File: src/hw/rtl/rmpm_pkg.sv
`timescale 1ns / 1ps
// ----------------------------------------------------------------------------
// rmpm_pkg
// Shared widths, register indexes, reset values and controller states of the level meter.
// ----------------------------------------------------------------------------
package rmpm_pkg;

    localparam int MAX_CHANNELS     = 32;
    localparam int CH_BITS          = $clog2(MAX_CHANNELS);
    localparam int CH_COUNT_BITS    = 6;
    localparam int FRAME_COUNT_BITS = 16;
    localparam int SAMPLE_BITS      = 16;
    localparam int MAG_BITS         = 16;
    localparam int SQ_BITS          = 31;
    localparam int SUM_BITS         = 46;
    localparam int SMS_BITS         = 31;
    localparam int ALPHA_BITS       = 16;
    localparam int LEVEL_BITS       = 16;
    localparam int CFG_DATA_BITS    = 16;
    localparam int CFG_ADDR_BITS    = 2;
    localparam int OUT_DATA_BITS    = 40;

    localparam logic [CFG_ADDR_BITS-1:0] REG_CHANNEL_COUNT    = 2'd0;
    localparam logic [CFG_ADDR_BITS-1:0] REG_FRAMES_PER_BLOCK = 2'd1;
    localparam logic [CFG_ADDR_BITS-1:0] REG_RMS_ALPHA        = 2'd2;
    localparam logic [CFG_ADDR_BITS-1:0] REG_PEAK_ALPHA       = 2'd3;

    localparam logic [CH_COUNT_BITS-1:0]    RST_CHANNEL_COUNT    = 6'd2;
    localparam logic [FRAME_COUNT_BITS-1:0] RST_FRAMES_PER_BLOCK = 16'd480;
    localparam logic [ALPHA_BITS-1:0]       RST_RMS_ALPHA        = 16'd60302;
    localparam logic [ALPHA_BITS-1:0]       RST_PEAK_ALPHA       = 16'd64238;

    typedef enum logic [6:0] {
        ST_IDLE = 7'b0000001,
        ST_SQ   = 7'b0000010,
        ST_ACC  = 7'b0000100,
        ST_DIV  = 7'b0001000,
        ST_MAC  = 7'b0010000,
        ST_SQRT = 7'b0100000,
        ST_OUT  = 7'b1000000
    } state_t;

endpackage

File: src/hw/rtl/rmpm_mac.sv
`timescale 1ns / 1ps
// ----------------------------------------------------------------------------
// rmpm_mac
// Bit-serial smoothing unit: mixes the block mean into the smoothed mean
// square and decays the held peak, one coefficient bit per cycle, MSB first.
// ----------------------------------------------------------------------------
module rmpm_mac (
    input  logic                             aclk,
    input  logic                             aresetn,
    input  logic                             start,
    input  logic [rmpm_pkg::SMS_BITS-1:0]    sms_in,
    input  logic [rmpm_pkg::SMS_BITS-1:0]    mean_in,
    input  logic [rmpm_pkg::MAG_BITS-1:0]    held_in,
    input  logic [rmpm_pkg::ALPHA_BITS-1:0]  rms_alpha,
    input  logic [rmpm_pkg::ALPHA_BITS-1:0]  peak_alpha,
    output logic [rmpm_pkg::SMS_BITS-1:0]    sms_out,
    output logic [rmpm_pkg::MAG_BITS-1:0]    decayed_out,
    output logic                             done
);
    import rmpm_pkg::*;

    localparam int CB       = ALPHA_BITS + 1;
    localparam int RACC     = SMS_BITS + CB;
    localparam int PACC     = MAG_BITS + ALPHA_BITS;
    localparam int CNT_BITS = $clog2(CB);

    logic [SMS_BITS-1:0] sms_reg;
    logic [SMS_BITS-1:0] mean_reg;
    logic [MAG_BITS-1:0] held_reg;
    logic [CB-1:0]       a_reg;
    logic [CB-1:0]       b_reg;
    logic [CB-1:0]       p_reg;
    logic [RACC-1:0]     racc_reg;
    logic [PACC-1:0]     pacc_reg;
    logic [CNT_BITS-1:0] cnt_reg;
    logic                busy_reg;
    logic                done_reg;

    always_ff @(posedge aclk) begin
        if (!aresetn) begin
            busy_reg <= 1'b0;
            done_reg <= 1'b0;
            cnt_reg  <= '0;
        end else begin
            done_reg <= 1'b0;
            if (start) begin
                busy_reg <= 1'b1;
                cnt_reg  <= CNT_BITS'(CB - 1);
            end else if (busy_reg) begin
                cnt_reg <= cnt_reg - 1'b1;
                if (cnt_reg == '0) begin
                    busy_reg <= 1'b0;
                    done_reg <= 1'b1;
                end
            end
        end
    end

    always_ff @(posedge aclk) begin
        if (start) begin
            sms_reg  <= sms_in;
            mean_reg <= mean_in;
            held_reg <= held_in;
            a_reg    <= {1'b0, rms_alpha};
            b_reg    <= CB'(1 << ALPHA_BITS) - {1'b0, rms_alpha};
            p_reg    <= {1'b0, peak_alpha};
            racc_reg <= '0;
            pacc_reg <= '0;
        end else if (busy_reg) begin
            racc_reg <= {racc_reg[RACC-2:0], 1'b0}
                      + (a_reg[CB-1] ? RACC'(sms_reg)  : RACC'(0))
                      + (b_reg[CB-1] ? RACC'(mean_reg) : RACC'(0));
            pacc_reg <= {pacc_reg[PACC-2:0], 1'b0}
                      + (p_reg[CB-1] ? PACC'(held_reg) : PACC'(0));
            a_reg    <= {a_reg[CB-2:0], 1'b0};
            b_reg    <= {b_reg[CB-2:0], 1'b0};
            p_reg    <= {p_reg[CB-2:0], 1'b0};
        end
    end

    assign sms_out     = racc_reg[ALPHA_BITS +: SMS_BITS];
    assign decayed_out = pacc_reg[ALPHA_BITS +: MAG_BITS];
    assign done        = done_reg;

endmodule

File: config.mk
export PLATFORM = sky130hd
export DESIGN_NAME = rmpm_mac
export DESIGN_NICKNAME = d
export VERILOG_FILES = /design/src/hw/rtl/rmpm_pkg.sv /design/src/hw/rtl/rmpm_mac.sv
export SDC_FILE = /design/constraint.sdc
export NUM_CORES = 1
export LEC_CHECK = 0
export BUFFER_PORTS_ARGS = -buffer_cell sky130_fd_sc_hd__buf_2
export CORE_AREA = 4 4 178 180
export CTS_CLUSTER_SIZE = 10
export DETAILED_ROUTE_END_ITERATION = 12
export DIE_AREA = 0 0 182 184
export PLACE_DENSITY = 0.67
export SYNTH_ARGS = -nofsm -noshare
export SYNTH_HDL_FRONTEND = slang
export SYNTH_SLANG_ARGS = --single-unit
File: constraint.sdc
create_clock -name aclk -period 4.1 [get_ports aclk]
set_input_delay 0 -clock aclk [delete_from_list [all_inputs] [get_ports aclk]]
set_output_delay 0 -clock aclk [all_outputs]
set_load 0.1 [all_outputs]
[After elaboration in Yosys (flattened, before gate mapping)]
Index checks and enable logic that the tools add are counted.
Cells by class
  $add $sub $neg: 5
  muxes and demuxes: 15
  bitwise operators: 2
  reduce and logical (&&, ||, !) cells: 4
Operators with widths (number)
  47-bit by 31-bit adder with 47-bit output: 2
  16-bit two-way mux: 5
  31-bit two-way mux: 2
  17-bit two-way mux: 2
  32-bit by 16-bit adder with 32-bit output: 1
  17-bit by 16-bit subtractor with 17-bit output (first input constant): 1
  5-bit two-way mux: 2
  5-bit logical NOT: 1
  5-bit by 1-bit subtractor with 5-bit output (second input constant): 1
  1-bit two-way mux: 4
  3-bit OR reduction: 1
  1-bit NOT: 2
  2-bit nonzero test: 1
  2-bit OR reduction: 1
Storage, ports and cells
  flip-flop bits (word level): 215
  input port bits: 113
  output and inout bits: 48
  logic and storage cells: 40

[Logic depth before layout (Yosys ltp)]
  depth after elaboration: 4
  gate-level depth with buffers: 14
  depth with buffers taken out: 13

[Worst setup path after synthesis]
OpenSTA, ideal clock, no wires.
  kind: register to register
  from: register b_reg[16]
  to: register racc_reg[33]
  library setup time: 86 ps
  arrival: 3166 ps
  data required time: 4014 ps
  path slack: 848 ps
  stages on the path, launching flop included: 15
  path buffers: 1
  period minus slack after synthesis: 3252 ps
  cells stage by stage: edfxtp_1 -> clkbuf_1 -> and2_1 -> fa_1 -> ha_1 -> inv_1 -> fa_1 -> nand2b_1 -> a21oi_1 -> o21ai_1 -> a31oi_1 -> o2111ai_1 -> a31oi_1 -> xnor2_1 -> a211oi_1
On the way
  word-level cells in the longest chain between the ends: 2
RTL lines
  start: declaration: line rmpm_mac.sv:31  | logic [CB-1:0] b_reg;
  start signal: assignment: line rmpm_mac.sv:65  | b_reg <= CB'(1 << ALPHA_BITS) - {1'b0, rms_alpha};
  start signal: assignment: line rmpm_mac.sv:76  | b_reg <= {b_reg[CB-2:0], 1'b0};
  31-bit two-way mux: line rmpm_mac.sv:72  | + (b_reg[CB-1] ? RACC'(mean_reg) : RACC'(0));
  47-bit by 31-bit adder with 47-bit output: line rmpm_mac.sv:72
  end signal: assignment: line rmpm_mac.sv:70  | racc_reg <= {racc_reg[RACC-2:0], 1'b0}
  end: declaration: line rmpm_mac.sv:33  | logic [RACC-1:0] racc_reg;
Every way passes these cells.
A chain may end at the register's enable or synchronous reset.

[Worst setup path in the final report]
  from: register b_reg[16]
  to: register racc_reg[43]
The elaborated chain is that of the path after synthesis.

==> flow_summary.ini <==
[yosys]
avgSynthCellArea_um2 = 10.7
async_flop_share_pct = 0
synth-seq-cells = 214
synth_xor_area_share_pct = 5.79
synth_adder_area_share_pct = 10.6
synthCells = 1120
netlist_area_mm2 = 0.0119
synth-edff-count = 126
ys.flop_type = edfxtp_1
synth_compound_area_share_pct = 11.0
synthMuxAreaShare_pct = 5.76
synthSimpleGateAreaFrac_pct = 15.1
ys_seq_area_share_pct = 46.4
synth_top_family_by_area = simple AND/OR/NAND/NOR gates
ys_types = 63
syn_nets = 1315
ys.warnings.count = 0

[die]
ioPinCount = 161
core-area_mm2 = 0.0302
die-area_mm2 = 0.0335
num_rows = 64
die_w_um = 182
dieHeight_um = 184
initial_core_util_pct = 39.6

[placement]
pre_cts_slack_ns = 0.347
io_buffers = 160
gp_congestion = 0.915
hpwl_mm = 19.9
place_inst = 1599
dpl_cell_area_mm2 = 0.0128

[hold_path]
min_from = mean_in[12]
holdPathEnd = mean_reg[12]
whs_path_depth = 2
hold_path.class = input pin to flip-flop

[routing]
drt_iter0_markers = 518
drt_first_pass_iters = 5
routed_via_density = 5.07
num_vias = 8924
antenna_left = 0
wl_per_cell_um = 16.6
drt-total-wl_mm = 29.2
drc = 0

[timing]
period_needed_ns = 3.61
worstMarginPinSlew_ns = 1.15
relSlewSlack_pct = 23.6
fin_crit_sh_pct = 88.2
fin_hold_ws_ns = 0.172
rsz0062_at_grt = no
final-hold-violation-count = 0
fin_tns_setup_ns = 0
maxSlewViolCount = 0
skew_ns = 0.0160
setup_viol = 0
max_freq_mhz = 277
setup_slack_ns = 0.485

[clock_tree]
cts_max_path_buffers = 3
clock_latency_ns = 0.53
cts_max_level = 1
root_buffer = clkbuf_16
cts_made_buffers = 27
cts.sinks = 214
cts_tree = done
clk_pin_slew_ns = 0.06
cts_setup_buffers = 0

[pwr]
internal-power_mw = 4.14
switchingPower_mw = 1.69
p_sw_share_pct = 28.9
leakage_nw = 5.89
p_seq_share_pct = 44.0
combPwrFrac_pct = 19.2
power.density_mw_per_mm2 = 395
ir_drop_v = 0.000375
p_total_mw = 5.83
clkPwrFrac_pct = 36.9

[final_layout]
final_common_cell = buf_2
fin_util_pct = 48.8
nets = 1539
largest_reg_flops = 47
drive_above_1_share_pct = 19.3
instances_no_fill = 1760
layout_common_cells = 159 x buf_2, 126 x edfxtp_1, 112 x dlygate4sd3_1, 98 x nor2_1, 87 x dfxtp_1
diodes = 0
area_growth_pct = 23.4
design_area_mm2 = 0.0147

[global_routing]
grt_max_degree = 79
grt_pass1_vias = 8950
grt.total_usage_pct = 17.2
antenna_found_initial = 1
gr-total-overflow = 0
grt_pass1_wl_mm = 47.1

[worst_setup_path]
critPathKind = flip-flop to flip-flop
crit_start = b_reg[16]
worst_ep_arrival_time_ns = 4.05
timing.rr.end = racc_reg[43]
worstPathRequired_ns = 4.54
worstReg2RegStart = b_reg[16]
crit_path_max_fanout = 19
worstSetupStartpointType = flip-flop
r2r_cells = 13
r2r_setup_slack_ns = 0.49
cp-end-kind = flip-flop

[job]
drv_cap = 0

[run_status]
status = finished clean
[synthesized netlist by cell type (20+ instances only)]
library cell	number	area, um^2
fa_1	32	641
nor2_1	99	372
o21ai_1	37	185
inv_1	32	120
buf_4	47	353
and2_1	82	513
a21oi_1	60	300
clkbuf_1	31	116
nand2_1	65	244
xnor2_1	52	455
dfxtp_1	88	1760
a211oi_1	30	225
ha_1	50	626
mux2_2	42	473
mux2i_1	20	200
xor2_1	27	236
edfxtp_1	126	3780
nand3_1	26	130
[worst max-delay path, stage by stage, from the launching register on]
cell and delay (ns):
edfxtp_1 0.40, buf_4 0.21, and2_1 0.17, fa_1 0.51
inv_1 0.07, fa_1 0.45, nand2b_1 0.20, a21oi_1 0.14
o21ai_1 0.12, a31oi_1 0.35, o2111ai_2 0.29, a31oi_1 0.31
xnor2_1 0.09, a211oi_1 0.22
[layer usage]
metal / GRT usage, % / up-vias / routed length, um
met4: 3.18 / 2 / 401
li1: - / 4403 / -
met2: 29.0 / 229 / 14100
met3: 3.30 / 34 / 1760
met1: 23.3 / 4256 / 13000
met5: 0 / - / 8
[power groups by stage]
stage,clock [mW],combinational (mW),sequential [mW]
2_1_floorplan,0,0.813,2.57
3_5_place_dp,0,1.03,2.61
3_3_place_gp,0,1.01,2.60
4_1_cts,2.20,1.12,2.56
6_report,2.15,1.12,2.56
5_1_grt,2.32,1.21,2.58
[cell type report]
type / instances / area [um^2]
fillers: 2664 / 15400
multi-input cells: 785 / 5770
flip-flops and latches: 214 / 5550
repair buffers: 284 / 2020
clock buffers: 45 / 763
well taps: 396 / 495
inverters: 32 / 120
clock inverters: 4 / 26.3
[how the worst max path moves through the flow]
stage | endpoint | slack, ns | cells past startpoint
2_1_floorplan | racc_reg[33] | 0.85 | 14
4_1_cts | racc_reg[41] | 0.33 | 13
5_1_grt | racc_reg[45] | 0.21 | 12
3_3_place_gp | racc_reg[41] | 0.48 | 13
6_report | racc_reg[43] | 0.49 | 13
3_5_place_dp | racc_reg[41] | 0.35 | 13
[repair_timing]
action / 4_1_cts / 5_1_grt
endpoints found under the setup margin: 0 / 3
resized for setup: 0 / 1
hold buffers: 112 / 0
hold endpoints to repair: 141 / 0
[kinds of logic after synthesis]
kind of cell | count (synthesis)
compound gates | 208
fa+ha+maj | 82
mux | 63
buf+inv | 121
flops | 214
simple gates | 353
xor+xnor | 79
(Power assumes the default switching activity.)
