==> config.mk <==
export PLATFORM = sky130hd
export DESIGN_NAME = rmpm_isqrt
export DESIGN_NICKNAME = d
export VERILOG_FILES = /design/src/hw/rtl/rmpm_pkg.sv /design/src/hw/rtl/rmpm_isqrt.sv
export SDC_FILE = /design/constraint.sdc
export NUM_CORES = 1
export LEC_CHECK = 0
export BUFFER_PORTS_ARGS = -buffer_cell sky130_fd_sc_hd__buf_2
export CORE_ASPECT_RATIO = 1.1
export CORE_MARGIN = 2
export CORE_UTILIZATION = 64
export CTS_BUF_LIST = sky130_fd_sc_hd__clkbuf_8
export CTS_CLUSTER_DIAMETER = 200
export DETAILED_ROUTE_END_ITERATION = 12
export GPL_TIMING_DRIVEN = 0
export PLACE_DENSITY = 0.95
export SETUP_SLACK_MARGIN = 0.4
export SYNTH_ARGS = -nofsm -noshare
export SYNTH_HDL_FRONTEND = slang
export SYNTH_SLANG_ARGS = --single-unit
==> constraint.sdc <==
create_clock -name aclk -period 3.4 [get_ports aclk]
set_input_delay 0.51 -clock aclk [delete_from_list [all_inputs] [get_ports aclk]]
set_output_delay 0.51 -clock aclk [all_outputs]
set_load 0.005 [all_outputs]
==> src/hw/rtl/rmpm_pkg.sv <==
`timescale 1ns / 1ps
// ----------------------------------------------------------------------------
// rmpm_pkg
// Shared widths, register indexes, reset values and controller states of the level meter.
// ----------------------------------------------------------------------------
package rmpm_pkg;

    localparam int MAX_CHANNELS     = 32;
    localparam int CH_BITS          = $clog2(MAX_CHANNELS);
    localparam int CH_COUNT_BITS    = 6;
    localparam int FRAME_COUNT_BITS = 16;
    localparam int SAMPLE_BITS      = 16;
    localparam int MAG_BITS         = 16;
    localparam int SQ_BITS          = 31;
    localparam int SUM_BITS         = 46;
    localparam int SMS_BITS         = 31;
    localparam int ALPHA_BITS       = 16;
    localparam int LEVEL_BITS       = 16;
    localparam int CFG_DATA_BITS    = 16;
    localparam int CFG_ADDR_BITS    = 2;
    localparam int OUT_DATA_BITS    = 40;

    localparam logic [CFG_ADDR_BITS-1:0] REG_CHANNEL_COUNT    = 2'd0;
    localparam logic [CFG_ADDR_BITS-1:0] REG_FRAMES_PER_BLOCK = 2'd1;
    localparam logic [CFG_ADDR_BITS-1:0] REG_RMS_ALPHA        = 2'd2;
    localparam logic [CFG_ADDR_BITS-1:0] REG_PEAK_ALPHA       = 2'd3;

    localparam logic [CH_COUNT_BITS-1:0]    RST_CHANNEL_COUNT    = 6'd2;
    localparam logic [FRAME_COUNT_BITS-1:0] RST_FRAMES_PER_BLOCK = 16'd480;
    localparam logic [ALPHA_BITS-1:0]       RST_RMS_ALPHA        = 16'd60302;
    localparam logic [ALPHA_BITS-1:0]       RST_PEAK_ALPHA       = 16'd64238;

    typedef enum logic [6:0] {
        ST_IDLE = 7'b0000001,
        ST_SQ   = 7'b0000010,
        ST_ACC  = 7'b0000100,
        ST_DIV  = 7'b0001000,
        ST_MAC  = 7'b0010000,
        ST_SQRT = 7'b0100000,
        ST_OUT  = 7'b1000000
    } state_t;

endpackage

==> src/hw/rtl/rmpm_isqrt.sv <==
`timescale 1ns / 1ps
// ----------------------------------------------------------------------------
// rmpm_isqrt
// Digit-serial floor square root, one base-4 digit of the radicand per cycle.
// ----------------------------------------------------------------------------
module rmpm_isqrt (
    input  logic                             aclk,
    input  logic                             aresetn,
    input  logic                             start,
    input  logic [rmpm_pkg::SMS_BITS-1:0]    radicand,
    output logic [rmpm_pkg::LEVEL_BITS-1:0]  root,
    output logic                             done
);
    import rmpm_pkg::*;

    localparam int RW       = 2 * LEVEL_BITS;
    localparam int REMW     = LEVEL_BITS + 2;
    localparam int CNT_BITS = $clog2(LEVEL_BITS);

    logic [RW-1:0]         val_reg;
    logic [REMW-1:0]       rem_reg;
    logic [LEVEL_BITS-1:0] root_reg;
    logic [CNT_BITS-1:0]   cnt_reg;
    logic                  busy_reg;
    logic                  done_reg;
    logic [REMW-1:0]       rem_sh;
    logic [REMW-1:0]       trial;
    logic                  fits;

    always_comb begin
        rem_sh = {rem_reg[REMW-3:0], val_reg[RW-1 -: 2]};
        trial  = {root_reg, 2'b01};
        fits   = rem_sh >= trial;
    end

    always_ff @(posedge aclk) begin
        if (!aresetn) begin
            busy_reg <= 1'b0;
            done_reg <= 1'b0;
            cnt_reg  <= '0;
        end else begin
            done_reg <= 1'b0;
            if (start) begin
                busy_reg <= 1'b1;
                cnt_reg  <= CNT_BITS'(LEVEL_BITS - 1);
            end else if (busy_reg) begin
                cnt_reg <= cnt_reg - 1'b1;
                if (cnt_reg == '0) begin
                    busy_reg <= 1'b0;
                    done_reg <= 1'b1;
                end
            end
        end
    end

    always_ff @(posedge aclk) begin
        if (start) begin
            val_reg  <= RW'(radicand);
            rem_reg  <= '0;
            root_reg <= '0;
        end else if (busy_reg) begin
            val_reg  <= {val_reg[RW-3:0], 2'b00};
            rem_reg  <= fits ? (rem_sh - trial) : rem_sh;
            root_reg <= {root_reg[LEVEL_BITS-2:0], fits};
        end
    end

    assign root = root_reg;
    assign done = done_reg;

endmodule

Word level (Yosys, flattened, before mapping)
Index checks and enable logic that the tools add are counted.
{"block": "totals", "regBits": 70, "inputBits": 34, "out_inout_bits": 17, "word_cells": 24}
{"block": "op_classes", "add_sub_neg": 2, "order_cmp": 1, "mux": 9, "n_bitwise": 2, "n_reduce_logical": 3}
{"operator": "$mux 31", "n": 2}
{"operator": "$ge 18x18->1", "n": 1}
{"operator": "$mux 16", "n": 1}
{"operator": "$sub 16x16->16", "n": 1}
{"operator": "$mux 4", "n": 2}
{"operator": "$logic_not 4->1", "n": 1}
{"operator": "$mux 1", "n": 4}
{"operator": "$sub 4x1->4 const B", "n": 1}
{"operator": "$reduce_or 3->1", "n": 1}
{"operator": "$not 1->1", "n": 2}
{"operator": "$reduce_bool 2->1", "n": 1}

Depth between registers and ports, before layout
Gate-level depths: netlist of run 1.
{"block": "logic_depth", "ltp_word": 4, "ltp_mapped": 11, "mapped_depth_nobuf": 9}

Worst setup path after synthesis of run 1
Ideal clock, no wire load.
{"block": "synth_timing", "path_type": "reg-to-reg", "start": "register root_reg[2] (netlist: root[2])", "end": "register rem_reg[15]", "setup_ps": 122, "t_arrival_ps": 2186, "required_ps": 3278, "slack_ps": 1092, "stages_incl_launch_ff": 10, "path_buffers": 0, "period_less_slack_ps": 2308, "path_cell_list": "dfxtp_1 -> inv_1 -> ha_1 -> a21o_1 -> o21bai_4 -> a31o_1 -> a2111oi_2 -> nor2_1 -> xor2_1 -> a311o_1"}
{"block": "synth_between", "elab_chain_cells": 2, "elab_cells_between_ends": 3, "classes_between": "add/sub: 1; order compare: 1; mux: 1"}
{"element": "from (decl)", "line_no": "rmpm_isqrt.sv:22", "rtl": "logic [LEVEL_BITS-1:0] root_reg;"}
{"element": "from (signal assigned)", "line_no": "rmpm_isqrt.sv:64", "rtl": "root_reg <= {root_reg[LEVEL_BITS-2:0], fits};"}
{"element": "$sub 16x16->16 or $ge 18x18->1 (tied branches)", "line_no": "rmpm_isqrt.sv:63, rmpm_isqrt.sv:33"}
{"element": "$mux 16 (*)", "line_no": "rmpm_isqrt.sv:63", "rtl": "rem_reg <= fits ? (rem_sh - trial) : rem_sh;"}
{"element": "to (signal assigned)", "line_no": "rmpm_isqrt.sv:63"}
{"element": "to (decl)", "line_no": "rmpm_isqrt.sv:21", "rtl": "logic [REMW-1:0] rem_reg;"}
Every way passes the cells marked *; elsewhere a longest branch is shown, timed or not.
A chain may end at the register's enable or synchronous reset.

Worst setup path in the final report of run 1
{"block": "layout_timing", "start": "register root_reg[5] (netlist: root[5])", "end": "register rem_reg[6]"}
{"block": "layout_between", "elab_chain_cells": 2}
{"element": "$ge 18x18->1", "line_no": "rmpm_isqrt.sv:33", "rtl": "fits = rem_sh >= trial;"}
{"element": "$mux 16", "line_no": "rmpm_isqrt.sv:63"}
No other way between the ends.

==> summary.txt, run 1 <==
Initial Util = 65.6%
combinational power share = 47.5%
setup TNS = 0 ns
initial antenna violation count = 0
# fillers = 384
power per cell area = 791 mW/mm^2
worst-path maximum fanout = 10
gpl congestion = 0.922
Clock Tree Buf Depth = 2
Tightest Hold Check Type = input pin to flop
clock skew = 0.0139 ns
Synth Area in Simple Gates = 12.3%
DRC Markers = 0
Synth async-reset ratio = 0%
CTS tree = done
Synth Area per Inst = 10.4 um^2
max-cap violation count = 0
row count = 29
Mapped Nets = 413
Cell Area, Synth = 0.00373 mm^2
WS Path Type = flop to flop
layout cells sized above 1 = 25.4%
Worst Reg-to-Reg Cells = 11
Warnings, synthesis = 0
CP Depth = 11
crit path time final = 2.57 ns
CP peak stage delay = 0.38 ns
Sw Share = 41.0%
post-DP HPWL = 6260 um
max-slew violation count = 0
First DRT Iteration DRCs = 237
Setup crit end kind = flop
largest net degree at the start of global routing = 32
EDFF count, synth = 31
Unique masters post-synth = 54
cell mode on critical path = buf_6
CP delay by family, top = compound AO/OA/AOI/OAI gates
maximum vdd drop = 0.530 mV
I/O Pins = 51
Setup Fix Bufs, Post-CTS = 0
mux contribution to synthesized area = 13.3%
Worst path slowest cell = ha_1
die height = 84.1 um
actual slew at the worst max-slew pin = 1.21 ns
Fmax = 390 MHz
startpoint types = flop
static leakage = 1.74 nW
XOR/XNOR share of the synthesized area = 3.99%
most frequent cells in the layout = buf_2, dfxtp_1, nor2_1, nand2_1, edfxtp_1
Net Switching = 0.00139 W
final hold viol count = 0
Syn Inst Count = 360
Post-synth top flop = dfxtp_1
Final Non-Filler Cells = 502
Num CTS Buffers = 9
critical path data required time = 3.67 ns
post_cts resized = 0
sequential share of power = 32.0%
DR WL/cell = 18.0 um
Hold Buf Count CTS = 0
Clk pwr share = 20.5%
relative slew slack = 19.0%
clock sink count = 70
most common cell after layout, fill and taps aside = buf_2
final worst slack = 0.834 ns
area grow syn2layout = 14.4%
Hold Path Stages = 2
H-Tree Depth = 3
GRT overflow = 0
placed insts = 486
Vias/cell = 6.00
port bufs = 49
Worst-path clk slew = 0.08 ns
Internal = 0.00199 W
clock latency on the worst-skew pair = 0.37 ns
largest family of logic cells by synthesized area = compound AO/OA/AOI/OAI gates
max reg flops = 32
final WL = 9030 um
clk root buf = clkbuf_8
gr usage total = 28.8%
crit path DAT = 2.84 ns
DRT Pass-1 Iters = 4
first-pass GRT wire length = 14300 um
CP bufs+invs = 3
die area = 0.00646 mm^2
antenna diode count = 0
final-stage net count = 473
FF+latch count, synth = 70
Die Width = 76.8 um
DP Worst Slack = 0.697 ns
outcome = completed
vias in the first global route = 3017
post-layout power = 0.00338 W
critical path, cell by cell = inv_1, ha_1, a211oi_1, o211ai_1, a21boi_1, or2_1, and3_1, buf_6, buf_6, nand2_1, a311oi_2
Final Setup Violations = 0
vias = 3014
Tcrit/Tclk final = 75.5%
Compound-Gate Fraction of Synth Area = 13.6%
Seq/Total Area, Yosys = 45.8%
post-route ant nets = 0
Core ar. = 0.00570 mm^2
RSZ-0062 raised after global routing = false
Adder-Cell Fraction of Synth Area = 6.37%
==> final cells by class <==
type,instances,area (um^2),share of cell area [%]
tap,77,96.3,2.25
buffer,17,80.1,1.87
multi-input combinational,248,1850,43.3
timing repair buffer,49,245,5.74
sequential,70,1710,40.1
clock buffer,9,124,2.90
clock inverter,7,72.6,1.70
inverter,25,93.8,2.20
==> stage by stage <==
| step | util (%) | cell area [um^2] | hold slack (ns) |
|---|---|---|---|
| finish | 75.0 | 4270 | 0.434 |
| global route | 75.0 | 4270 | 0.442 |
| CTS | 75.0 | 4270 | 0.438 |
| detailed placement | 71.6 | 4080 | 0.508 |
| global placement | 71.6 | 4080 | 0.495 |
| floorplan | - | 3730 | 0.457 |
==> cells by family after synthesis <==
group | Yosys count
AOI/OAI and AO/OA | 65
xor gates and xnor gates | 17
adders and majority gates | 19
buffers and inverters | 42
DFF | 70
muxes | 46
and+or+nand+nor | 101
==> routing by layer <==
metal | global-route usage [%] | part of all wire [%] | vias to the layer above
met1 | 34.6 | 40 | 1459
met3 | 5.30 | 6.0 | 34
met4 | 15.2 | 3.2 | 0
met2 | 49.1 | 51 | 109
met5 | 0 | 0 | -
li1 | - | - | 1412
==> cell usage after synthesis (all sizes together), types with 2 or more instances <==
cell type	count	area (um^2)
a211oi	3	27.5
a21boi	5	37.5
a21o	3	22.5
a21oi	12	60.1
a311oi	8	95.1
a31o	2	17.5
a31oi	5	31.3
and2	2	12.5
and3	4	25.0
buf	7	42.5
clkbuf	10	37.5
dfxtp	39	781
edfxtp	31	931
ha	19	238
inv	25	93.8
mux2	29	327
mux2i	17	170
nand2	31	116
nand2b	3	18.8
nand3	10	55.1
nand4	3	18.8
nor2	37	139
nor2b	3	18.8
nor3	3	20.0
o211ai	3	22.5
o21ai	12	63.8
or2	2	12.5
xnor2	10	87.6
xor2	7	61.3
==> worst register-to-register path: stages, from the launching register on <==
cell and delay, ns:
dfxtp_1 0.37, inv_1 0.06, ha_1 0.38, a211oi_1 0.32
o211ai_1 0.15, a21boi_1 0.22, or2_1 0.18, and3_1 0.18
buf_6 0.14, buf_6 0.16, nand2_1 0.08, a311oi_2 0.23
==> worst paths after layout <==
path	endpoint	slack (ns)	startpoint
setup / recovery	rem_reg[6]	0.83	root[5]
hold / removal	val_reg[1]	0.43	radicand[1]
setup reg to reg	rem_reg[6]	0.83	root[5]
hold reg to reg	rem_reg[8]	0.52	rem_reg[6]
==> power by group through the flow <==
stage	sequential, W	combinational (W)	clock (W)
floorplan	0.00106	0.00122	0
global placement	0.00109	0.00149	0
detailed placement	0.00110	0.00154	0
CTS	0.00108	0.00157	0.000684
global route	0.00109	0.00173	0.000718
finish	0.00108	0.00161	0.000692
Power figures use the tool's default switching activity.
==> inputs of run 2 (changes only) <==
--- a/config.mk
+++ b/config.mk
@@ -8,12 +8,12 @@
 export BUFFER_PORTS_ARGS = -buffer_cell sky130_fd_sc_hd__buf_2
 export CORE_ASPECT_RATIO = 1.1
 export CORE_MARGIN = 2
-export CORE_UTILIZATION = 64
+export CORE_UTILIZATION = 54
 export CTS_BUF_LIST = sky130_fd_sc_hd__clkbuf_8
 export CTS_CLUSTER_DIAMETER = 200
 export DETAILED_ROUTE_END_ITERATION = 12
 export GPL_TIMING_DRIVEN = 0
-export PLACE_DENSITY = 0.95
+export PLACE_DENSITY = 0.89
 export SETUP_SLACK_MARGIN = 0.4
 export SYNTH_ARGS = -nofsm -noshare
 export SYNTH_HDL_FRONTEND = slang
==> constraint.sdc (replaced) <==
create_clock -name aclk -period 2.1 [get_ports aclk]
set_input_delay 0.315 -clock aclk [delete_from_list [all_inputs] [get_ports aclk]]
set_output_delay 0.315 -clock aclk [all_outputs]
set_load 0.005 [all_outputs]
==> run 2 against run 1 <==
The flow now finishes with violations (setup timing). Fmax up 9.7%. Critical path depth down 1. Sequential cell count unchanged. Combinational power rose to 3.0 times the previous value. Setup slack worse by 1.1 ns. Non-clock buffer count up 37. Clock power up 68%. Cell count up 8.4%. Critical path type unchanged.
==> summary.txt, run 2 (synthesis gave the netlist of run 1 again) <==
FF-to-FF setup slack = -0.24 ns
port bufs = 49
post-placement cell area = 0.00427 mm^2
crit path DAT = 2.56 ns
fin area = 0.00501 mm^2
first-pass GRT wire length = 16200 um
violated checks = setup timing
DRC Markers = 0
most common cell after layout, fill and taps aside = buf_2
final hold viol count = 0
static leakage = 2.04 nW
relative slew slack = 49.0%
startpoint types = flop
maximum vdd drop = 1.04 mV
Worst path slowest cell = dfxtp_1
critical path data required time = 2.33 ns
actual slew at the worst max-slew pin = 0.765 ns
gpl congestion = 0.915
area occupied by multi-input gates = 0.00220 mm^2
vias in the first global route = 3299
clock skew = 0.0134 ns
RSZ-0062 raised after global routing = true
post-route ant nets = 0
Fin Hold WS = 0.249 ns
GRT overflow = 0
area occupied by registers = 0.00174 mm^2
worst-path maximum fanout = 7
Clock Tree Buf Depth = 2
# fillers = 389
final-stage net count = 510
final worst slack = -0.239 ns
post-DP HPWL = 6180 um
H-Tree Depth = 3
vias = 3398
clk root buf = clkbuf_8
initial antenna violation count = 0
First DRT Iteration DRCs = 294
Worst-path clk slew = 0.08 ns
CP delay by family, top = compound AO/OA/AOI/OAI gates
max reg flops = 32
crit path time final = 2.34 ns
row count = 31
die area = 0.00760 mm^2
CP peak stage delay = 0.38 ns
CP bufs+invs = 2
WS Path Type = flop to flop
Initial Util = 56.3%
most frequent cells in the layout = buf_2, nor2_1, edfxtp_1, mux2_2, buf_4
Tcrit/Tclk final = 111%
critical path, cell by cell = ha_4, o21ai_4, o211ai_1, a21boi_4, or2_4, and3_4, buf_8, clkbuf_16, a32oi_1, o31ai_1
die height = 91.2 um
DR WL/cell = 20.1 um
Die Width = 83.3 um
Worst Reg-to-Reg Cells = 10
Fmax = 428 MHz
CTS tree = done
Hold Path Stages = 2
antenna diode count = 0
largest net degree at the start of global routing = 32
area grow syn2layout = 34.2%
Core ar. = 0.00663 mm^2
power per cell area = 1540 mW/mm^2
outcome = finished with violations
Final Setup Violations = 17
final WL = 10900 um
DRT Pass-1 Iters = 5
Vias/cell = 6.25
Setup crit end kind = flop
max-cap violation count = 0
Tightest Hold Check Type = input pin to flop
max-slew violation count = 0
clock latency on the worst-skew pair = 0.36 ns
gr usage total = 27.3%
I/O Pins = 51
clock sink count = 70
Num CTS Buffers = 9
CP Depth = 10
layout cells sized above 1 = 47.4%
==> run 2: routing by layer <==
metal	part of all wire, %	wire length, um	up-vias	GRT usage (%)
met4	6.4	693	0	16.5
met5	0	0	-	0
li1	-	-	1484	-
met2	50	5420	226	46.8
met1	38	4110	1610	30.4
met3	6.3	684	78	6.82
==> run 2: layout make-up <==
class                   count  share of cell area [%]
flip-flops and latches     70                    34.7
clock buffers              10                    2.75
clock inverters             6                    1.37
plain buffers              17                    1.95
multi-input cells         248                    43.8
well taps                  82                    2.05
repair buffers             86                    11.4
inverters                  25                    1.97
==> run 2: path summary, 6_finish.rpt <==
path                      end         from
hold reg to reg       root[2]      root[1]
setup / recovery  rem_reg[13]   rem_reg[7]
setup reg to reg  rem_reg[13]   rem_reg[7]
hold / removal     val_reg[1]  radicand[1]
==> run 2: what timing repair did <==
item / in CTS / in global routing
pin swaps: 14 / 15
gates resized for setup: 35 / 29
hold buffers: 0 / 0
endpoints found under the setup margin: 64 / 20
buffers inserted: 29 / 6
cloned: 1 / 1
==> run 2: stage by stage <==
stage	TNS [ns]	worst slack, ns	std cells	power (W)	utilization (%)
detailed placement	-2.95	-0.300	491	0.00446	64.3
CTS	-0.864	-0.122	537	0.00655	72.5
global placement	-2.27	-0.277	491	0.00439	64.3
floorplan	-0.0568	-0.0414	360	0.00388	-
global route	-4.15	-0.317	544	0.00796	75.6
finish	-2.79	-0.239	544	0.00771	75.6
==> run 2: report_power, final <==
group | internal [W] | switching [W] | total (W) | leakage [nW]
logic | 0.00239 | 0.00237 | 0.00476 | 1.30
clock network | 0.000590 | 0.000573 | 0.00116 | 0.103
registers | 0.00162 | 0.000164 | 0.00179 | 0.640
