--- config.mk ---
export PLATFORM = sky130hd
export DESIGN_NAME = rmpm_divider
export DESIGN_NICKNAME = d
export VERILOG_FILES = /design/src/hw/rtl/rmpm_pkg.sv /design/src/hw/rtl/rmpm_divider.sv
export SDC_FILE = /design/constraint.sdc
export NUM_CORES = 1
export LEC_CHECK = 0
export BUFFER_PORTS_ARGS = -buffer_cell sky130_fd_sc_hd__buf_2
export CORE_ASPECT_RATIO = 1.2
export CORE_MARGIN = 2
export CORE_UTILIZATION = 50
export CTS_BUF_LIST = sky130_fd_sc_hd__clkbuf_4 sky130_fd_sc_hd__clkbuf_8 sky130_fd_sc_hd__clkbuf_16
export CTS_CLUSTER_DIAMETER = 80
export DETAILED_ROUTE_END_ITERATION = 6
export PLACE_DENSITY = 0.8
export SLEW_MARGIN = 20
export SYNTH_ARGS = -nofsm -noshare
export SYNTH_HDL_FRONTEND = slang
export SYNTH_SLANG_ARGS = --single-unit
--- constraint.sdc ---
create_clock -name aclk -period 2.5 [get_ports aclk]
set_input_delay 0.125 -clock aclk [delete_from_list [all_inputs] [get_ports aclk]]
set_output_delay 0.125 -clock aclk [all_outputs]
set_load 0.05 [all_outputs]
--- src/hw/rtl/rmpm_pkg.sv ---
`timescale 1ns / 1ps
// ----------------------------------------------------------------------------
// rmpm_pkg
// Shared widths, register indexes, reset values and controller states of the level meter.
// ----------------------------------------------------------------------------
package rmpm_pkg;

    localparam int MAX_CHANNELS     = 32;
    localparam int CH_BITS          = $clog2(MAX_CHANNELS);
    localparam int CH_COUNT_BITS    = 6;
    localparam int FRAME_COUNT_BITS = 16;
    localparam int SAMPLE_BITS      = 16;
    localparam int MAG_BITS         = 16;
    localparam int SQ_BITS          = 31;
    localparam int SUM_BITS         = 46;
    localparam int SMS_BITS         = 31;
    localparam int ALPHA_BITS       = 16;
    localparam int LEVEL_BITS       = 16;
    localparam int CFG_DATA_BITS    = 16;
    localparam int CFG_ADDR_BITS    = 2;
    localparam int OUT_DATA_BITS    = 40;

    localparam logic [CFG_ADDR_BITS-1:0] REG_CHANNEL_COUNT    = 2'd0;
    localparam logic [CFG_ADDR_BITS-1:0] REG_FRAMES_PER_BLOCK = 2'd1;
    localparam logic [CFG_ADDR_BITS-1:0] REG_RMS_ALPHA        = 2'd2;
    localparam logic [CFG_ADDR_BITS-1:0] REG_PEAK_ALPHA       = 2'd3;

    localparam logic [CH_COUNT_BITS-1:0]    RST_CHANNEL_COUNT    = 6'd2;
    localparam logic [FRAME_COUNT_BITS-1:0] RST_FRAMES_PER_BLOCK = 16'd480;
    localparam logic [ALPHA_BITS-1:0]       RST_RMS_ALPHA        = 16'd60302;
    localparam logic [ALPHA_BITS-1:0]       RST_PEAK_ALPHA       = 16'd64238;

    typedef enum logic [6:0] {
        ST_IDLE = 7'b0000001,
        ST_SQ   = 7'b0000010,
        ST_ACC  = 7'b0000100,
        ST_DIV  = 7'b0001000,
        ST_MAC  = 7'b0010000,
        ST_SQRT = 7'b0100000,
        ST_OUT  = 7'b1000000
    } state_t;

endpackage

--- src/hw/rtl/rmpm_divider.sv ---
`timescale 1ns / 1ps
// ----------------------------------------------------------------------------
// rmpm_divider
// Bit-serial restoring divider: block square sum over frame count, one
// quotient bit per cycle.
// ----------------------------------------------------------------------------
module rmpm_divider (
    input  logic                                   aclk,
    input  logic                                   aresetn,
    input  logic                                   start,
    input  logic [rmpm_pkg::SUM_BITS-1:0]          dividend,
    input  logic [rmpm_pkg::FRAME_COUNT_BITS-1:0]  divisor,
    output logic [rmpm_pkg::SMS_BITS-1:0]          quotient,
    output logic                                   done
);
    import rmpm_pkg::*;

    localparam int CNT_BITS = $clog2(SUM_BITS);

    logic [SUM_BITS-1:0]         num_reg;
    logic [FRAME_COUNT_BITS:0]   rem_reg;
    logic [FRAME_COUNT_BITS-1:0] den_reg;
    logic [CNT_BITS-1:0]         cnt_reg;
    logic                        busy_reg;
    logic                        done_reg;
    logic [FRAME_COUNT_BITS:0]   trial;
    logic                        fits;

    always_comb begin
        trial = {rem_reg[FRAME_COUNT_BITS-1:0], num_reg[SUM_BITS-1]};
        fits  = trial >= {1'b0, den_reg};
    end

    always_ff @(posedge aclk) begin
        if (!aresetn) begin
            busy_reg <= 1'b0;
            done_reg <= 1'b0;
            cnt_reg  <= '0;
        end else begin
            done_reg <= 1'b0;
            if (start) begin
                busy_reg <= 1'b1;
                cnt_reg  <= CNT_BITS'(SUM_BITS - 1);
            end else if (busy_reg) begin
                cnt_reg <= cnt_reg - 1'b1;
                if (cnt_reg == '0) begin
                    busy_reg <= 1'b0;
                    done_reg <= 1'b1;
                end
            end
        end
    end

    always_ff @(posedge aclk) begin
        if (start) begin
            num_reg <= dividend;
            den_reg <= divisor;
            rem_reg <= '0;
        end else if (busy_reg) begin
            rem_reg <= fits ? (trial - {1'b0, den_reg}) : trial;
            num_reg <= {num_reg[SUM_BITS-2:0], fits};
        end
    end

    assign quotient = num_reg[SMS_BITS-1:0];
    assign done     = done_reg;

endmodule

Yosys cells after proc, flatten, opt, wreduce, memory -nomap -nowiden
Index checks and enable logic that the tools add are counted.
Storage, ports and cells
  word-level logic and storage cells: 25
  input bits: 65
  output and inout port bits: 32
  register bits: 86
Cells by class
  $add $sub $neg: 2
  order comparisons: 1
  multiplexer cells: 9
  bitwise operators: 2
  reductions and logical operators: 4
Operator list (count)
  two-way mux 46 bit: 2
  >= comparator 17 x 16 -> 1 bit: 1
  two-way mux 16 bit: 1
  subtractor 16 bit: 1
  two-way mux 6 bit: 2
  logical NOT 6 bit: 1
  subtractor 6 x 1 -> 6 bit, second input constant: 1
  two-way mux 1 bit: 4
  OR reduction 3 bit: 1
  inverter 1 bit: 2
  nonzero test 2 bit: 1
  OR reduction 2 bit: 1

Logic depth before layout (Yosys ltp)
Gate-level depths: netlist (run 1).
  depth after elaboration: 4
  gate-level depth with buffers: 10
  depth with buffers taken out: 9

Least setup slack after synthesis (run 1)
No wires, ideal clock.
  kind: flip-flop to flip-flop
  from: register den_reg[14]
  to: register num_reg[0], data pin
  setup slack: -0.014 ns
  library setup time: 0.260 ns
  required time: 2.240 ns
  buffers on the path: 1
  period minus slack after synthesis: 2.514 ns
  data arrival time: 2.254 ns
  cell stages (with the launch flop): 9
  cells stage by stage: edfxtp_1 -> inv_1 -> ha_1 -> a21o_1 -> a211o_1 -> nor4_1 -> a211oi_4 -> buf_2 -> mux2_2
On the way
  word-level cells in the longest chain between the ends: 3
Ends and longest elaborated chain
  start, declared: line rmpm_divider.sv:22  | logic [FRAME_COUNT_BITS-1:0] den_reg;
  start signal, assigned: line rmpm_divider.sv:57  | den_reg <= divisor;
  >= comparator 17 x 16 -> 1 bit: line rmpm_divider.sv:31  | fits = trial >= {1'b0, den_reg};
  two-way mux 46 bit: line rmpm_divider.sv:59  | end else if (busy_reg) begin
  two-way mux 46 bit: line rmpm_divider.sv:55  | if (start) begin
  end signal, assigned: line rmpm_divider.sv:56  | num_reg <= dividend;
  end signal, assigned: line rmpm_divider.sv:61  | num_reg <= {num_reg[SUM_BITS-2:0], fits};
  end, declared: line rmpm_divider.sv:20  | logic [SUM_BITS-1:0] num_reg;
Every way passes these cells. The select of a mux whose other input is x is not followed.
A chain may end at the register's enable or synchronous reset.

Worst setup path after layout (run 1)
  from: register den_reg[11]
  to: register rem_reg[0]
On the way
  word-level cells in the longest chain between the ends: 2
Ends and longest elaborated chain
  >= comparator 17 x 16 -> 1 bit: line rmpm_divider.sv:31
  two-way mux 16 bit: line rmpm_divider.sv:60  | rem_reg <= fits ? (trial - {1'b0, den_reg}) : trial;
  end signal, assigned: line rmpm_divider.sv:60
  end, declared: line rmpm_divider.sv:21  | logic [FRAME_COUNT_BITS:0] rem_reg;
Every way passes these cells.

==> impl_metrics.py, run 1 <==
metrics = {
    "status": {
        "status": "finished clean",
    },
    "synthesis": {
        "synthTopCellsByCount": "edfxtp_1 (62), mux2_2 (46), buf_4 (31), nor2_1 (26)",
        "async_flop_share_pct": 0,
        "synth-seq-area-share_pct": 49.84,
        "post-synth-top-count-cell": "edfxtp_1",
        "syn_nets": 490,
        "synth_area_um2": 4700,
        "synthFlopType": "edfxtp_1",
        "synth_edf_count": 62,
        "yosysTopAreaCell": "edfxtp_1",
        "synth_area_per_cell_um2": 11.58,
        "ys_seq_elements": 86,
        "yosysWarnings": 0,
        "synthCells": 406,
        "synth_cell_type_count": 56,
        "synth_top_area_share_pct": 39.62,
        "ys_top_cells_by_area": "edfxtp_1 (40%), mux2_2 (11%), dfxtp_1 (10%)",
    },
    "finish": {
        "drive_gt1_share_pct": 41.44,
        "largest_reg_flops": 46,
        "nets": 594,
        "n_antenna_cell": 0,
        "fill_cells": 716,
        "postLayoutCellArea_um2": 5739,
        "syn2layout_area_growth_pct": 22.12,
    },
    "timing": {
        "relSlewSlack_pct": 69.80,
        "tightest_slew_ns": 0.4488,
        "fin_crit_sh_pct": 96.55,
        "fmax_mhz": 414.3,
        "fin_crit_ns": 2.414,
        "tns_ns": 0,
        "slew_violations": 0,
        "rsz0062_at_grt": "false",
        "finalHoldViolCount": 0,
        "setup_violations": 0,
        "skew_ns": 0.01165,
    },
    "routing": {
        "antenna_left": 0,
        "viasPerCell": 5.468,
        "drt-pass1-iter-count": 4,
        "totalWireLength_um": 10080,
        "wire_per_inst_um": 15.90,
        "vias": 3467,
        "drtIter0Drc": 134,
        "drc": 0,
    },
    "clocking": {
        "tritoncts_num_sinks": 86,
        "cts_made_buffers": 9,
        "clk_latency_ns": 0.36,
        "cts.htree.levels": 3,
        "cts_buffer_depth": 2,
        "root_buffer": "clkbuf_8",
        "cts_tree": "built",
        "clk_pin_slew_worst_paths_ns": 0.09,
    },
    "floorplan": {
        "dieArea_um2": 10190,
        "start_util_pct": 51.75,
        "row_count": 38,
        "ios": 97,
        "die_y_um": 110.2,
        "coreArea_um2": 9081,
        "die_w_um": 92.50,
    },
    "job": {
        "drv_cap": 0,
    },
    "global_route": {
        "grt_pass1_wl_um": 16090,
        "grt_max_degree": 57,
        "grt_overflow": 0,
        "grt_pass1_vias": 3525,
        "grt_usage_pct": 20.15,
        "antenna_found_initial": 0,
    },
    "power": {
        "power_switching_uw": 1092,
        "swShare_pct": 30.82,
        "pwr-share-clk_pct": 24.3,
        "power.density_nw_per_um2": 617.1,
        "power_uw": 3542,
        "pwr-share-seq_pct": 49.2,
        "p_leak_uw": 0.002368,
        "comb_power_share_pct": 26.5,
        "internal-power_uw": 2450,
        "peakVddDrop_mv": 0.5081,
    },
    "setup_path": {
        "crit_path_start_kind": "flip-flop",
        "regToRegEndpoint": "rem_reg[0]$_SDFFE_PP0P_",
        "r2r_cells": 10,
        "path_max_fanout": 7,
        "reg2reg_slack_ns": 0.09,
        "cp-end-kind": "flip-flop",
        "required_ns": 2.79,
        "worstSetupPathType": "reg -> reg",
        "timing.rr.start": "den_reg[11]$_DFFE_PP_",
        "crit_arrival_ns": 2.70,
    },
    "place": {
        "port_buffers": 96,
        "dp_hpwl_um": 7215,
        "placed_area_um2": 5235,
        "gp_congestion": 0.9310,
    },
    "min_path": {
        "worstHoldEndpoint": "cnt_reg[5]$_SDFFE_PN0P_",
        "hold_class": "in -> reg",
        "hp-start": "aresetn",
        "whs_path_depth": 2,
    },
}
[worst max-delay path: stages, from the launching register on]
cell and delay, ns:
edfxtp_1 0.33, inv_1 0.05, ha_2 0.40, nand4_1 0.20, nor4_4 0.17, buf_4 0.18, a2111oi_4 0.06, a211oi_4 0.31
buf_12 0.17, mux2_4 0.30, a211oi_2 0.17
[power groups by stage]
stage / clock (uW) / sequential [uW] / combinational (uW)
2_1_floorplan: 0 / 1750 / 690
3_3_place_gp: 0 / 1770 / 847
3_5_place_dp: 0 / 1770 / 871
4_1_cts: 888 / 1740 / 904
5_1_grt: 938 / 1760 / 1010
6_report: 860 / 1740 / 940
[cells in the final DEF (no fill, tap or decap), types with 4 or more instances in the layout]
master / count
a31o_2: 4
xor2_1: 4
xnor2_1: 12
ha_2: 4
buf_2: 95
dlygate4sd3_1: 16
nor3_1: 4
nor2_1: 26
mux2_2: 46
nand2_1: 19
a21oi_1: 12
a21o_1: 6
nand3_1: 10
nand2b_1: 4
a211oi_1: 8
clkbuf_8: 10
mux2i_1: 6
buf_4: 24
ha_1: 11
dfxtp_1: 24
inv_1: 23
o21a_1: 5
a21boi_0: 4
o31ai_1: 5
edfxtp_1: 62
[worst max-delay path by stage]
stage,startpoint,to,depth (start not counted)
2_1_floorplan,den_reg[14]$_DFFE_PP_,num_reg[0]$_DFFE_PP_,8
3_3_place_gp,den_reg[10]$_DFFE_PP_,rem_reg[0]$_SDFFE_PP0P_,9
3_5_place_dp,den_reg[14]$_DFFE_PP_,rem_reg[12]$_SDFFE_PP0P_,9
4_1_cts,den_reg[10]$_DFFE_PP_,rem_reg[0]$_SDFFE_PP0P_,9
5_1_grt,den_reg[3]$_DFFE_PP_,rem_reg[0]$_SDFFE_PP0P_,11
6_report,den_reg[11]$_DFFE_PP_,rem_reg[0]$_SDFFE_PP0P_,10
[logic make-up (layout without fill, tap and decap cells)]
logic type,after synthesis,count (layout),share of synthesized area (%)
compound gates,77,77,12.17
fa+ha+maj,19,19,5.218
xor+xnor,16,16,2.982
mux,53,53,12.62
simple gates,85,85,8.892
flops,86,86,49.84
buf+inv,70,178,8.280
[metrics by stage]
stage	worst slack [ns]	cells	hold slack, ns	util [%]
floorplan	0.08020	406	0.2239	-
global placement	0.07507	598	0.3014	57.65
detailed placement	-0.002230	598	0.3043	57.65
CTS	0.008719	629	0.02033	61.64
global route	0.00009037	634	0.02537	63.20
finish	0.08620	634	0.03998	63.20
[repair_timing]
action | in CTS | in global routing
buffers inserted | 0 | 5
resized for setup | 4 | 20
pin swaps | 1 | 10
hold buffers | 16 | 0
endpoints found under the setup margin | 2 | 16
endpoints found under the hold margin | 16 | 0
gates cloned | 0 | 0
[layer usage]
metal	share of wire, %	track usage [%]
met3	5.8	5.574
met5	0	0
met4	2.8	9.915
met1	41	23.45
met2	51	34.46
[layout make-up]
cell class / instances / area [um^2] / area share (%)
Sequential cell: 86 / 2342 / 40.81
Multi-Input combinational cell: 250 / 2101 / 36.60
Inverter: 24 / 90.09 / 1.570
Clock inverter: 4 / 23.77 / 0.4142
Timing Repair Buffer: 139 / 887.1 / 15.46
Tap cell: 120 / 150.1 / 2.616
Clock buffer: 11 / 145.1 / 2.529
No activity file was read; power rests on OpenSTA's default activity.
==> run 2, diff against run 1 <==
--- a/config.mk
+++ b/config.mk
@@ -9,7 +9,7 @@
 export CORE_ASPECT_RATIO = 1.2
 export CORE_MARGIN = 2
 export CORE_UTILIZATION = 50
-export CTS_BUF_LIST = sky130_fd_sc_hd__clkbuf_4 sky130_fd_sc_hd__clkbuf_8 sky130_fd_sc_hd__clkbuf_16
+export CTS_BUF_LIST = sky130_fd_sc_hd__clkbuf_16
 export CTS_CLUSTER_DIAMETER = 80
 export DETAILED_ROUTE_END_ITERATION = 6
 export PLACE_DENSITY = 0.8
==> impl_metrics.py, run 2 (synthesis results as in run 1) <==
metrics = {
    "status": {
        "status": "finished clean",
    },
    "setup_path": {
        "regToRegEndpoint": "rem_reg[12]$_SDFFE_PP0P_",
        "worstSetupPathType": "reg -> reg",
        "crit_path_start_kind": "flip-flop",
        "crit_arrival_ns": 2.67,
        "timing.rr.start": "den_reg[12]$_DFFE_PP_",
        "crit_chain": "inv_1 > ha_2 > nand4_1 > nor4_4 > buf_4 > a2111oi_4 > a211oi_4 > buf_6 > o31ai_1 > a311oi_1",
        "path_buf_inv": 3,
        "cp-end-kind": "flip-flop",
        "path_max_fanout": 14,
        "required_ns": 2.72,
        "critical_path.top_delay_family": "compound AO/OA/AOI/OAI gates",
        "r2r_cells": 10,
        "max_stage_delay_ns": 0.40,
        "slowest_stage": "ha_2",
        "reg2reg_slack_ns": 0.05,
    },
    "routing": {
        "antenna_left": 0,
        "vias": 3465,
        "top_layer": "met4",
        "drc": 0,
        "met2_length_um": 5290,
        "viasPerCell": 5.465,
        "drtIter0Drc": 222,
        "wire_per_inst_um": 16.22,
        "drt-pass1-iter-count": 4,
        "wl_met1_um": 4042,
        "route.met3.wl_um": 612,
        "totalWireLength_um": 10280,
    },
    "timing": {
        "relSlewSlack_pct": 69.52,
        "skew_ns": 0.009445,
        "fmax_mhz": 408.1,
        "fin_crit_sh_pct": 98.01,
        "setup_violations": 0,
        "fin_crit_ns": 2.450,
        "setup_slack_ns": 0.04982,
        "finalHoldViolCount": 0,
        "tightest_slew_ns": 0.4530,
        "slew_violations": 0,
    },
    "clocking": {
        "tritoncts_num_sinks": 86,
        "cts_buffer_depth": 2,
        "clk_pin_slew_worst_paths_ns": 0.06,
        "cts_made_buffers": 9,
        "cts.htree.levels": 3,
        "cts_tree": "built",
        "clk_latency_ns": 0.34,
        "root_buffer": "clkbuf_16",
    },
    "finish": {
        "multi_input_area_um2": 2077,
        "layout_common_cells": "buf_2 (95), edfxtp_1 (62), mux2_2 (46)",
        "largest_reg_flops": 46,
        "seqCellArea_um2": 2342,
        "fill_cells": 702,
        "drive_gt1_share_pct": 40.47,
        "syn2layout_area_growth_pct": 23.30,
        "nets": 594,
        "n_antenna_cell": 0,
        "layout_commonest_cell": "buf_2",
    },
    "min_path": {
        "whs_path_depth": 2,
        "hp-start": "aresetn",
        "hold_class": "in -> reg",
        "worstHoldEndpoint": "cnt_reg[5]$_SDFFE_PN0P_",
    },
    "floorplan": {
        "row_count": 38,
        "coreArea_um2": 9081,
        "ios": 97,
        "start_util_pct": 51.75,
        "die_y_um": 110.2,
        "dieArea_um2": 10190,
        "die_w_um": 92.50,
    },
    "power": {
        "power_uw": 3849,
        "power.density_nw_per_um2": 664.2,
        "peakVddDrop_mv": 0.5367,
        "p_leak_uw": 0.002408,
    },
    "global_route": {
        "grt_usage_pct": 20.11,
        "antenna_found_initial": 0,
        "grt_overflow": 0,
        "grt_pass1_vias": 3537,
        "grt_pass1_wl_um": 16130,
        "grt_max_degree": 57,
    },
    "place": {
        "port_buffers": 96,
        "gp_congestion": 0.9310,
        "pre_cts_ws_ns": -0.002230,
        "dp_hpwl_um": 7215,
    },
    "job": {
        "drv_cap": 0,
    },
}
==> run 2: layer usage <==
| layer | track usage, % | up-vias |
|---|---|---|
| met5 | 0 | - |
| met4 | 11.41 | 0 |
| met3 | 3.943 | 32 |
| met2 | 35.56 | 130 |
| met1 | 22.84 | 1629 |
| li1 | - | 1674 |
==> run 2: power by group <==
group	internal, uW	leakage, uW	switching (uW)
logic	377	0.00147	558
clock network	654	0.000124	514
registers	1680	0.000816	63.2
total	2710	0.00241	1140
==> run 2: final cells by class <==
class | instances | area share (%)
timing repair buffer | 139 | 15.16
clock inverter | 6 | 0.5398
multi-input combinational | 250 | 35.85
tap | 120 | 2.591
sequential | 86 | 40.42
inverter | 24 | 1.555
clock buffer | 9 | 3.887
==> run 2: stage by stage <==
| step | hold WS, ns | utilization [%] | setup TNS (ns) | instances | area (um^2) |
|---|---|---|---|---|---|
| after floorplan | 0.2239 | - | 0 | 406 | 4711 |
| after global placement | 0.3014 | 57.65 | 0 | 598 | 5235 |
| after detailed placement | 0.3043 | 57.65 | -0.002230 | 598 | 5235 |
| after CTS | 0.05919 | 62.57 | -0.002879 | 629 | 5682 |
| after global routing | 0.07035 | 63.81 | -0.06012 | 634 | 5794 |
| final | 0.06382 | 63.81 | 0 | 634 | 5794 |
==> run 2: worst max-delay path by stage <==
stage	start	endpoint	slack [ns]	cells after the start
2_1_floorplan	den_reg[14]$_DFFE_PP_	num_reg[0]$_DFFE_PP_	0.08	8
3_3_place_gp	den_reg[10]$_DFFE_PP_	rem_reg[0]$_SDFFE_PP0P_	0.08	9
3_5_place_dp	den_reg[14]$_DFFE_PP_	rem_reg[12]$_SDFFE_PP0P_	-0.002	9
4_1_cts	den_reg[10]$_DFFE_PP_	rem_reg[0]$_SDFFE_PP0P_	-0.003	9
5_1_grt	den_reg[6]$_DFFE_PP_	rem_reg[12]$_SDFFE_PP0P_	-0.03	10
6_report	den_reg[12]$_DFFE_PP_	rem_reg[12]$_SDFFE_PP0P_	0.05	10
==> run 2: what timing repair did <==
action                                 4_1_cts  5_1_grt
gates resized for setup                      3       17
pin swaps                                    1       10
hold buffers                                16        0
endpoints found under the hold margin       16        0
setup buffers                                0        5
setup endpoints to repair                    2       16
